## src/hdl/godb_pkg.sv

```systemverilog
`default_nettype none

package godb_pkg;

  localparam int DataW     = 16;
  localparam int CoefW     = 20;
  localparam int DelayW    = 40;
  localparam int CfgIdxW   = 3;
  localparam int StepW     = 4;
  localparam int AxisW     = 2;
  localparam int NumAxes   = 3;
  localparam int Deadband  = 10;
  localparam int FracBits  = 16;

  localparam logic [AxisW-1:0] LastAxis = AxisW'(NumAxes - 1);
  localparam logic [StepW-1:0] EmitStep = 4'd8;

  // register indexes
  localparam logic [CfgIdxW-1:0] RegOffsetX = 3'd0;
  localparam logic [CfgIdxW-1:0] RegOffsetY = 3'd1;
  localparam logic [CfgIdxW-1:0] RegOffsetZ = 3'd2;
  localparam logic [CfgIdxW-1:0] RegCoefB0  = 3'd3;
  localparam logic [CfgIdxW-1:0] RegCoefB1  = 3'd4;
  localparam logic [CfgIdxW-1:0] RegCoefB2  = 3'd5;
  localparam logic [CfgIdxW-1:0] RegCoefA1  = 3'd6;
  localparam logic [CfgIdxW-1:0] RegCoefA2  = 3'd7;

  typedef enum logic [2:0] {
    OP_X,     // condition the axis sample
    OP_ACC,   // acc = b0*x + d1
    OP_MLO,   // t = a * acc[19:0]
    OP_MHI,   // t += (a * acc[39:20]) << 20
    OP_D1,    // d1 = b1*x - rnd(t) + d2
    OP_D2,    // d2 = b2*x - rnd(t), store the axis result
    OP_EMIT   // hand the three results to the output register
  } op_e;

  typedef enum logic [2:0] {
    CF_B0,
    CF_B1,
    CF_B2,
    CF_A1,
    CF_A2
  } coef_e;

  typedef struct packed {
    op_e   op;
    coef_e coef;
    logic  br;     // jump back to step 0 unless on the last axis
  } uword_t;

  typedef struct packed {
    logic             en;
    uword_t           word;
    logic [AxisW-1:0] axis;
  } dp_ctrl_t;

  // microprogram, one control word per step
  function automatic uword_t ucode(input logic [StepW-1:0] step);
    uword_t w;
    w = '{op: OP_EMIT, coef: CF_B0, br: 1'b0};
    case (step)
      4'd0: w = '{op: OP_X,    coef: CF_B0, br: 1'b0};
      4'd1: w = '{op: OP_ACC,  coef: CF_B0, br: 1'b0};
      4'd2: w = '{op: OP_MLO,  coef: CF_A1, br: 1'b0};
      4'd3: w = '{op: OP_MHI,  coef: CF_A1, br: 1'b0};
      4'd4: w = '{op: OP_D1,   coef: CF_B1, br: 1'b0};
      4'd5: w = '{op: OP_MLO,  coef: CF_A2, br: 1'b0};
      4'd6: w = '{op: OP_MHI,  coef: CF_A2, br: 1'b0};
      4'd7: w = '{op: OP_D2,   coef: CF_B2, br: 1'b1};
      4'd8: w = '{op: OP_EMIT, coef: CF_B0, br: 1'b0};
      default: w = '{op: OP_EMIT, coef: CF_B0, br: 1'b0};
    endcase
    return w;
  endfunction

  function automatic logic signed [DelayW-1:0] sat40(input logic signed [47:0] v);
    logic signed [DelayW-1:0] r;
    if (v > 48'sh007F_FFFF_FFFF) begin
      r = {1'b0, {(DelayW-1){1'b1}}};
    end else if (v < -48'sh0080_0000_0000) begin
      r = {1'b1, {(DelayW-1){1'b0}}};
    end else begin
      r = v[DelayW-1:0];
    end
    return r;
  endfunction

  function automatic logic signed [DataW-1:0] sat16(input logic signed [24:0] v);
    logic signed [DataW-1:0] r;
    if (v > 25'sd32767) begin
      r = 16'sh7FFF;
    end else if (v < -25'sd32768) begin
      r = 16'sh8000;
    end else begin
      r = v[DataW-1:0];
    end
    return r;
  endfunction

endpackage

`default_nettype wire

```

## src/hdl/gyro_offset_deadband_biquad.sv

```systemverilog
// Channel  Direction  Handshake                  Payload
// in       sink       in_valid_i / in_stall_o    raw_x_i, raw_y_i, raw_z_i
// out      source     out_valid_o / out_stall_i  filt_x_o, filt_y_o, filt_z_o
// cfg      sink       cfg_we_i (no wait)         cfg_idx_i, cfg_data_i
//
// An item is accepted, then runs 8 microcode steps per axis on the single shared
// 20x21 multiplier, then an emit step loads the output register.
// in_stall_o stays high from the accepting transfer until the results are loaded.
// Reset clears the filter delays, the sequencer and the output valid; coefficients
// return to a pass-through filter (b0 = 1.0) and offsets to zero.
// A stalled output holds the sequencer on its emit step; the finished output register
// waits for its transfer while the next item is worked on.
`default_nettype none

module gyro_offset_deadband_biquad (
  input  wire logic                               clk_i,
  input  wire logic                               rst_ni,
  input  wire logic                               in_valid_i,
  output logic                                    in_stall_o,
  input  wire logic signed [godb_pkg::DataW-1:0]  raw_x_i,
  input  wire logic signed [godb_pkg::DataW-1:0]  raw_y_i,
  input  wire logic signed [godb_pkg::DataW-1:0]  raw_z_i,
  output logic                                    out_valid_o,
  input  wire logic                               out_stall_i,
  output logic signed [godb_pkg::DataW-1:0]       filt_x_o,
  output logic signed [godb_pkg::DataW-1:0]       filt_y_o,
  output logic signed [godb_pkg::DataW-1:0]       filt_z_o,
  input  wire logic                               cfg_we_i,
  input  wire logic [godb_pkg::CfgIdxW-1:0]       cfg_idx_i,
  input  wire logic [godb_pkg::CoefW-1:0]         cfg_data_i
);

  logic                              busy_q;
  logic                              out_valid_q;
  logic [godb_pkg::StepW-1:0]        step_q;
  logic [godb_pkg::AxisW-1:0]        axis_q;
  logic signed [godb_pkg::DataW-1:0] raw_x_q, raw_y_q, raw_z_q;
  logic signed [godb_pkg::DataW-1:0] filt_x_q, filt_y_q, filt_z_q;
  logic signed [godb_pkg::DataW-1:0] res_x, res_y, res_z;
  godb_pkg::uword_t                  uword;
  godb_pkg::dp_ctrl_t                dp_ctrl;
  logic                              in_xfer;
  logic                              emit;

  // fetch the control word of the current step
  assign uword   = godb_pkg::ucode(step_q);
  assign in_xfer = in_valid_i && !busy_q;
  // results move to the output register once it is empty or being drained
  assign emit    = busy_q && (uword.op == godb_pkg::OP_EMIT) &&
                   (!out_valid_q || !out_stall_i);

  assign dp_ctrl = '{en: busy_q, word: uword, axis: axis_q};

  // sequencer, output valid and output register
  always_ff @(posedge clk_i or negedge rst_ni) begin
    if (!rst_ni) begin
      busy_q      <= 1'b0;
      out_valid_q <= 1'b0;
      step_q      <= '0;
      axis_q      <= '0;
      filt_x_q    <= '0;
      filt_y_q    <= '0;
      filt_z_q    <= '0;
    end else begin
      if (!busy_q) begin
        if (in_valid_i) begin
          busy_q <= 1'b1;
          step_q <= '0;
          axis_q <= '0;
        end
      end else if (uword.op == godb_pkg::OP_EMIT) begin
        if (emit) begin
          busy_q <= 1'b0;
          step_q <= '0;
          axis_q <= '0;
        end
      end else if (uword.br && axis_q != godb_pkg::LastAxis) begin
        // jump back to the top of the program for the next axis
        axis_q <= axis_q + 2'd1;
        step_q <= '0;
      end else begin
        step_q <= step_q + 4'd1;
      end

      if (emit) begin
        out_valid_q <= 1'b1;
        filt_x_q    <= res_x;
        filt_y_q    <= res_y;
        filt_z_q    <= res_z;
      end else if (!out_stall_i) begin
        out_valid_q <= 1'b0;
      end
    end
  end

  // capture the sample on its transfer
  always_ff @(posedge clk_i) begin
    if (in_xfer) begin
      raw_x_q <= raw_x_i;
      raw_y_q <= raw_y_i;
      raw_z_q <= raw_z_i;
    end
  end

  godb_dp u_dp (
    .clk_i      (clk_i),
    .rst_ni     (rst_ni),
    .cfg_we_i   (cfg_we_i),
    .cfg_idx_i  (cfg_idx_i),
    .cfg_data_i (cfg_data_i),
    .ctrl_i     (dp_ctrl),
    .raw_x_i    (raw_x_q),
    .raw_y_i    (raw_y_q),
    .raw_z_i    (raw_z_q),
    .res_x_o    (res_x),
    .res_y_o    (res_y),
    .res_z_o    (res_z)
  );

  assign in_stall_o  = busy_q;
  assign out_valid_o = out_valid_q;
  assign filt_x_o    = filt_x_q;
  assign filt_y_o    = filt_y_q;
  assign filt_z_o    = filt_z_q;

  // the program counter never runs past the emit step
  assert property (@(posedge clk_i) disable iff (!rst_ni)
    step_q <= godb_pkg::EmitStep)
    else $error("step counter beyond program");

  // only three axes exist
  assert property (@(posedge clk_i) disable iff (!rst_ni)
    axis_q <= godb_pkg::LastAxis)
    else $error("axis counter out of range");

  // an idle sequencer sits at the start of the program
  assert property (@(posedge clk_i) disable iff (!rst_ni)
    !busy_q |-> (step_q == '0 && axis_q == '0))
    else $error("idle sequencer not at program start");

  // a new result appears only from the emit step of the last axis
  assert property (@(posedge clk_i) disable iff (!rst_ni)
    $rose(out_valid_q) |-> $past(busy_q && step_q == godb_pkg::EmitStep &&
                                 axis_q == godb_pkg::LastAxis))
    else $error("output loaded outside the emit step");

  // the emit step is reached only after the last axis
  assert property (@(posedge clk_i) disable iff (!rst_ni)
    (busy_q && step_q == godb_pkg::EmitStep) |-> axis_q == godb_pkg::LastAxis)
    else $error("emit step reached early");

endmodule

`default_nettype wire

```

## src/hdl/godb_dp.sv

```systemverilog
`default_nettype none

module godb_dp (
  input  wire logic                                clk_i,
  input  wire logic                                rst_ni,
  input  wire logic                                cfg_we_i,
  input  wire logic [godb_pkg::CfgIdxW-1:0]        cfg_idx_i,
  input  wire logic [godb_pkg::CoefW-1:0]          cfg_data_i,
  input  wire godb_pkg::dp_ctrl_t                  ctrl_i,
  input  wire logic signed [godb_pkg::DataW-1:0]   raw_x_i,
  input  wire logic signed [godb_pkg::DataW-1:0]   raw_y_i,
  input  wire logic signed [godb_pkg::DataW-1:0]   raw_z_i,
  output logic signed [godb_pkg::DataW-1:0]        res_x_o,
  output logic signed [godb_pkg::DataW-1:0]        res_y_o,
  output logic signed [godb_pkg::DataW-1:0]        res_z_o
);

  logic signed [godb_pkg::DataW-1:0]  offset_x_q, offset_y_q, offset_z_q;
  logic signed [godb_pkg::CoefW-1:0]  b0_q, b1_q, b2_q, a1_q, a2_q;
  logic signed [godb_pkg::DelayW-1:0] d1_q [godb_pkg::NumAxes];
  logic signed [godb_pkg::DelayW-1:0] d2_q [godb_pkg::NumAxes];
  logic signed [godb_pkg::DataW-1:0]  res_q [godb_pkg::NumAxes];

  logic signed [godb_pkg::DataW-1:0]  x_q;
  logic signed [godb_pkg::DelayW-1:0] acc_q;
  logic signed [59:0]                 t_q;

  logic signed [godb_pkg::DataW-1:0]  raw_sel, off_sel, x_sat, x_d;
  logic signed [16:0]                 raw_ext, mag;
  logic signed [17:0]                 diff;
  logic signed [godb_pkg::CoefW-1:0]  mul_a;
  logic signed [20:0]                 mul_b;
  logic signed [40:0]                 mul_ax, mul_bx, prod;
  logic signed [47:0]                 prod48, fa48, d1_sel48, d2_sel48;
  logic signed [59:0]                 t_rnd;
  logic signed [40:0]                 acc_rnd;

  // configuration registers
  always_ff @(posedge clk_i or negedge rst_ni) begin
    if (!rst_ni) begin
      offset_x_q <= '0;
      offset_y_q <= '0;
      offset_z_q <= '0;
      b0_q       <= 20'sh10000;
      b1_q       <= '0;
      b2_q       <= '0;
      a1_q       <= '0;
      a2_q       <= '0;
    end else if (cfg_we_i) begin
      case (cfg_idx_i)
        godb_pkg::RegOffsetX: offset_x_q <= cfg_data_i[godb_pkg::DataW-1:0];
        godb_pkg::RegOffsetY: offset_y_q <= cfg_data_i[godb_pkg::DataW-1:0];
        godb_pkg::RegOffsetZ: offset_z_q <= cfg_data_i[godb_pkg::DataW-1:0];
        godb_pkg::RegCoefB0:  b0_q       <= cfg_data_i;
        godb_pkg::RegCoefB1:  b1_q       <= cfg_data_i;
        godb_pkg::RegCoefB2:  b2_q       <= cfg_data_i;
        godb_pkg::RegCoefA1:  a1_q       <= cfg_data_i;
        godb_pkg::RegCoefA2:  a2_q       <= cfg_data_i;
        default: ;
      endcase
    end
  end

  // axis conditioning: negate y and z, subtract offset, saturate, deadband
  always_comb begin
    case (ctrl_i.axis)
      2'd0:    begin raw_sel = raw_x_i; off_sel = offset_x_q; end
      2'd1:    begin raw_sel = raw_y_i; off_sel = offset_y_q; end
      default: begin raw_sel = raw_z_i; off_sel = offset_z_q; end
    endcase
    raw_ext = (ctrl_i.axis == 2'd0) ? 17'(raw_sel) : -17'(raw_sel);
    diff    = 18'(raw_ext) - 18'(off_sel);
    if (diff > 18'sd32767) begin
      x_sat = 16'sh7FFF;
    end else if (diff < -18'sd32768) begin
      x_sat = 16'sh8000;
    end else begin
      x_sat = diff[godb_pkg::DataW-1:0];
    end
    mag = (x_sat < 0) ? -17'(x_sat) : 17'(x_sat);
    x_d = (mag < 17'(godb_pkg::Deadband)) ? '0 : x_sat;
  end

  // shared multiplier
  always_comb begin
    case (ctrl_i.word.coef)
      godb_pkg::CF_B0: mul_a = b0_q;
      godb_pkg::CF_B1: mul_a = b1_q;
      godb_pkg::CF_B2: mul_a = b2_q;
      godb_pkg::CF_A1: mul_a = a1_q;
      godb_pkg::CF_A2: mul_a = a2_q;
      default:         mul_a = b0_q;
    endcase
    case (ctrl_i.word.op)
      godb_pkg::OP_MLO: mul_b = {1'b0, acc_q[19:0]};
      godb_pkg::OP_MHI: mul_b = {acc_q[39], acc_q[39:20]};
      default:          mul_b = 21'(x_q);
    endcase
  end

  assign mul_ax = 41'(mul_a);
  assign mul_bx = 41'(mul_b);
  assign prod   = mul_ax * mul_bx;
  assign prod48 = 48'(prod);

  assign t_rnd    = t_q + 60'sd32768;
  assign fa48     = 48'($signed(t_rnd[59:godb_pkg::FracBits]));
  assign d1_sel48 = 48'(d1_q[ctrl_i.axis]);
  assign d2_sel48 = 48'(d2_q[ctrl_i.axis]);
  assign acc_rnd  = 41'(acc_q) + 41'sd32768;

  // working registers and results
  always_ff @(posedge clk_i) begin
    if (ctrl_i.en) begin
      case (ctrl_i.word.op)
        godb_pkg::OP_X:   x_q   <= x_d;
        godb_pkg::OP_ACC: acc_q <= godb_pkg::sat40(prod48 + d1_sel48);
        godb_pkg::OP_MLO: t_q   <= 60'(prod);
        godb_pkg::OP_MHI: t_q   <= t_q + (60'(prod) <<< 20);
        godb_pkg::OP_D2:  res_q[ctrl_i.axis] <= godb_pkg::sat16(acc_rnd[40:godb_pkg::FracBits]);
        default: ;
      endcase
    end
  end

  // filter delays, cleared at reset
  always_ff @(posedge clk_i or negedge rst_ni) begin
    if (!rst_ni) begin
      for (int i = 0; i < godb_pkg::NumAxes; i++) begin
        d1_q[i] <= '0;
        d2_q[i] <= '0;
      end
    end else if (ctrl_i.en) begin
      case (ctrl_i.word.op)
        godb_pkg::OP_D1: d1_q[ctrl_i.axis] <= godb_pkg::sat40(prod48 - fa48 + d2_sel48);
        godb_pkg::OP_D2: d2_q[ctrl_i.axis] <= godb_pkg::sat40(prod48 - fa48);
        default: ;
      endcase
    end
  end

  assign res_x_o = res_q[0];
  assign res_y_o = res_q[1];
  assign res_z_o = res_q[2];

endmodule

`default_nettype wire

```

## config.mk

```make
export PLATFORM = sky130hd
export DESIGN_NAME = gyro_offset_deadband_biquad
export DESIGN_NICKNAME = d
export VERILOG_FILES = /design/src/hdl/godb_pkg.sv /design/src/hdl/gyro_offset_deadband_biquad.sv /design/src/hdl/godb_dp.sv
export SDC_FILE = /design/constraint.sdc
export NUM_CORES = 2
export LEC_CHECK = 0
export ABC_AREA = 1
export BUFFER_PORTS_ARGS = -buffer_cell sky130_fd_sc_hd__buf_4
export CORE_AREA = 8 8 402 286
export CTS_BUF_LIST = sky130_fd_sc_hd__clkbuf_2 sky130_fd_sc_hd__clkbuf_4 sky130_fd_sc_hd__clkbuf_8
export CTS_CLUSTER_SIZE = 16
export DETAILED_ROUTE_END_ITERATION = 16
export DIE_AREA = 0 0 410 294
export PLACE_DENSITY = 0.75
export REMOVE_ABC_BUFFERS = 1
export SETUP_SLACK_MARGIN = 0.2
export SYNTH_ARGS = -nofsm -noshare
export SYNTH_HDL_FRONTEND = slang
export SYNTH_SLANG_ARGS = --single-unit
```

## constraint.sdc

```tcl
create_clock -name clk_i -period 18.2 [get_ports clk_i]
set_input_delay 1.82 -clock clk_i [delete_from_list [all_inputs] [get_ports clk_i]]
set_output_delay 1.82 -clock clk_i [all_outputs]
set_load 0.05 [all_outputs]
```

==> impl_metrics.env <==
export IMPL_status="finished, final reports clean"
export IMPL_rsz0062_at_grt="false"
export IMPL_post_route_period_util_pct=90.29
export IMPL_grt_pass1_vias=46814
export IMPL_cap_viol_max_count=0
export IMPL_hold_class="reg -> reg"
export IMPL_filler_cell_count=10033
export IMPL_vias_per_cell=5.562
export IMPL_drt_pass1_iterations=8
export IMPL_wl_per_cell_um=19.46
export IMPL_clkLatencyLatePin_ns=0.82
export IMPL_finalCriticalPeriod_ns=16.43
export IMPL_netlist_instances=7075
export IMPL_gr_total_overflow=0
export IMPL_hold_violations=0
export IMPL_setup_violations=0
export IMPL_path_clk_slew_ns=0.07
export IMPL_finalWirelength_um=169300
export IMPL_final_nets=7974
export IMPL_ys_warn_count=0
export IMPL_area_delta_synth_final_pct=8.392
export IMPL_cts_setup_buffers=0
export IMPL_synth_top_area_share_pct=19.80
export IMPL_grt_total_usage_pct=27.78
export IMPL_tns_ns=0
export IMPL_syn_avg_cell_area_um2=7.915
export IMPL_fmaxAchievable_mhz=60.86
export IMPL_layout_drive_gt1_share_pct=9.511
export IMPL_grt_max_degree=106
export IMPL_synth_distinct_cells=69
export IMPL_ys_seq_area_share_pct=30.41
export IMPL_cpMostUsedCell="nand2_1"
export IMPL_drc=0
export IMPL_initial_utilization_pct=51.32
export IMPL_ant_nets=0
export IMPL_crit_path_max_fanout=36
export IMPL_rows=102
export IMPL_grt_pass1_wl_um=267100
export IMPL_io_buffers=125
export IMPL_cts_sinks=641
export IMPL_io_pins=126
export IMPL_cp_required_ns=18.89
export IMPL_die_h_um=294
export IMPL_max_stage_delay_ns=1.26
export IMPL_cts_buffers=102
export IMPL_netlist_top_cells_area="dfrtp_1 20%, fa_1 16%, nand2_1 13%"
export IMPL_min_from="u_dp.res_q[2][9]$_DFFE_PP_"
export IMPL_hpwl_um=131400
export IMPL_async_flop_share_pct=69.27
export IMPL_worstMarginPinSlew_ns=1.151
export IMPL_cts_root_buffer="clkbuf_8"
export IMPL_startpoint="step_q[2]$_DFFE_PN0P_"
export IMPL_slew_headroom_pct=22.44
export IMPL_slowest_stage="o21ai_0"
export IMPL_ys_ff_latch=641
export IMPL_skew_ns=0.03979
export IMPL_slew_viol_final=0
export IMPL_yosys_area_top_type="dfrtp_1"
export IMPL_crit_path_end_kind="flip-flop"
export IMPL_cts_tree="done"
export IMPL_grt_antenna_before_repair=7
export IMPL_h_tree_depth=3
export IMPL_cts_path_max_buffers=3
export IMPL_dieArea_um2=120500
export IMPL_hold_buffers=0
export IMPL_drt_iter0_markers=5178
export IMPL_dieWidth_um=410
export IMPL_place_congestion=1.048
export IMPL_post_cts_resized=0
export IMPL_synth_main_ff_cell="dfrtp_1"
export IMPL_r2r_start="step_q[2]$_DFFE_PN0P_"
export IMPL_criticalPathCategory="reg -> reg"
export IMPL_cp_arrival_ns=17.12
export IMPL_vias=48408
export IMPL_synth_edff_count=197
export IMPL_netlist_area_um2=56000
export IMPL_start_kind="flip-flop"
export IMPL_fp_coreArea_um2=109100
critical path: cells and delay by family (launching register included):
family | cells | cell delay [ns]
xor+xnor | 3 | 0.68
simple gates | 27 | 4.69
flops | 1 | 0.45
compound gates | 9 | 2.69
fa+ha+maj | 10 | 4.47
buf+inv | 10 | 3.21
per-layer routing:
layer / track usage [%] / share of wire [%] / up-vias / wire, µm
met5: 0 / 0.090 / - / 152
met2: 38.74 / 40 / 2338 / 67350
met1: 41.71 / 46 / 23203 / 77290
met4: 6.242 / 2.3 / 4 / 3914
li1: - / - / 22567 / -
met3: 9.085 / 12 / 296 / 20640
path summary, 6_finish.rpt:
| check | end | slack (ns) | depth (start not counted) |
|---|---|---|---|
| max | u_dp.d1_q[19]$_DFFE_PN0P_ | 1.77 | 59 |
| min | filt_z_o[9]$_DFFE_PN0P_ | 0.43 | 2 |
| max reg2reg | u_dp.d1_q[19]$_DFFE_PN0P_ | 1.77 | 59 |
| min reg2reg | filt_z_o[9]$_DFFE_PN0P_ | 0.43 | 2 |
| max in group asynchronous | u_dp.b2_q[16]$_DFFE_PN0P_ | 13.92 | 4 |
| min in group asynchronous | filt_z_o[15]$_DFFE_PN0P_ | 1.05 | 1 |
placed cells by master, fill, tap and decap left out, types with 15 or more instances in the layout:
cell      count
inv_2        52
clkinv_2     15
or2_2        18
nand3_1     179
ha_1        295
a21oi_1     337
nand2_2      56
dfrtp_1     443
nand4_1      56
a22o_1       29
nor2_2       23
clkbuf_4     28
xor2_1      169
o21ai_1      73
xnor2_1      85
buf_4       222
nand2_4      59
clkbuf_8    124
inv_1      1009
a22oi_1      54
clkinv_1     25
nor2_1      575
fa_1        443
nor3_1       41
a31oi_1      36
nand2_1    1886
o21ai_0     505
a21o_1       17
edfxtp_1    197
Yosys cell counts, drive strengths merged (2+ instances only):
cell type and number:
and2 3, a31o 7, a22o 29, clkbuf 195, nor4 10, o21ai 592
nor2 610, ha 296, a22oi 56, a32oi 2, or2 21, o21bai 14
o211ai 11, edfxtp 197, nand4 56, and3 3, a311oi 2, a21o 17
inv 1062, nand3b 4, nor3 50, o41ai 2, dfrtp 443, nand2 2001
o31ai 13, xor2 171, fa 443, o21a 11, a221oi 2, a21boi 13
o2111ai 4, buf 48, a31oi 37, clkinv 17, xnor2 85, o221ai 2
o311ai 2, nand3 193, a21oi 341, a211oi 6, nor3b 2
layout make-up:
type	instances	area, µm²	share of cell area (%)
multi-input combinational	5112	33890	55.83
sequential	641	17030	28.05
inverter	1079	4053	6.677
clock buffer	152	1917	3.158
tap	1456	1822	3.001
timing repair buffer	223	1682	2.770
clock inverter	37	300.3	0.4947
antenna	4	10.01	0.01649
flip-flops by register name, indices dropped and copies added (netlist names), 40 cells and up:
name / flops
u_dp.d1_q: 120
u_dp.d2_q: 120
u_dp.res_q: 48
u_dp.t_q: 45
u_dp.acc_q: 40
stage by stage:
stage                     setup slack (ns)  area [µm²]  std cells  util, %  hold WS, ns
after global placement               2.400       58470       8511    53.59       0.4293
final                                1.768       60700       8704    55.63       0.4344
after global routing                0.6616       60700       8703    55.62       0.4675
after detailed placement             2.097       58470       8511    53.59       0.4331
after CTS                            2.019       60690       8700    55.62       0.4433
after floorplan                      4.911       54840       6832        -       0.4267
cell families after synthesis:
family                   after synthesis  share of synthesized area, %
adder cells (fa/ha/maj)              739                         22.45
flip-flops                           641                         30.41
AND/OR/NAND/NOR                     2953                         22.16
buffers and inverters               1322                         9.297
AO/OA/AOI/OAI                       1164                         11.65
XOR/XNOR                             256                         4.031
Power is left out: the tool's default activity adds up to more than one toggle a clock period on the data nets, which glitch-free logic cannot reach.
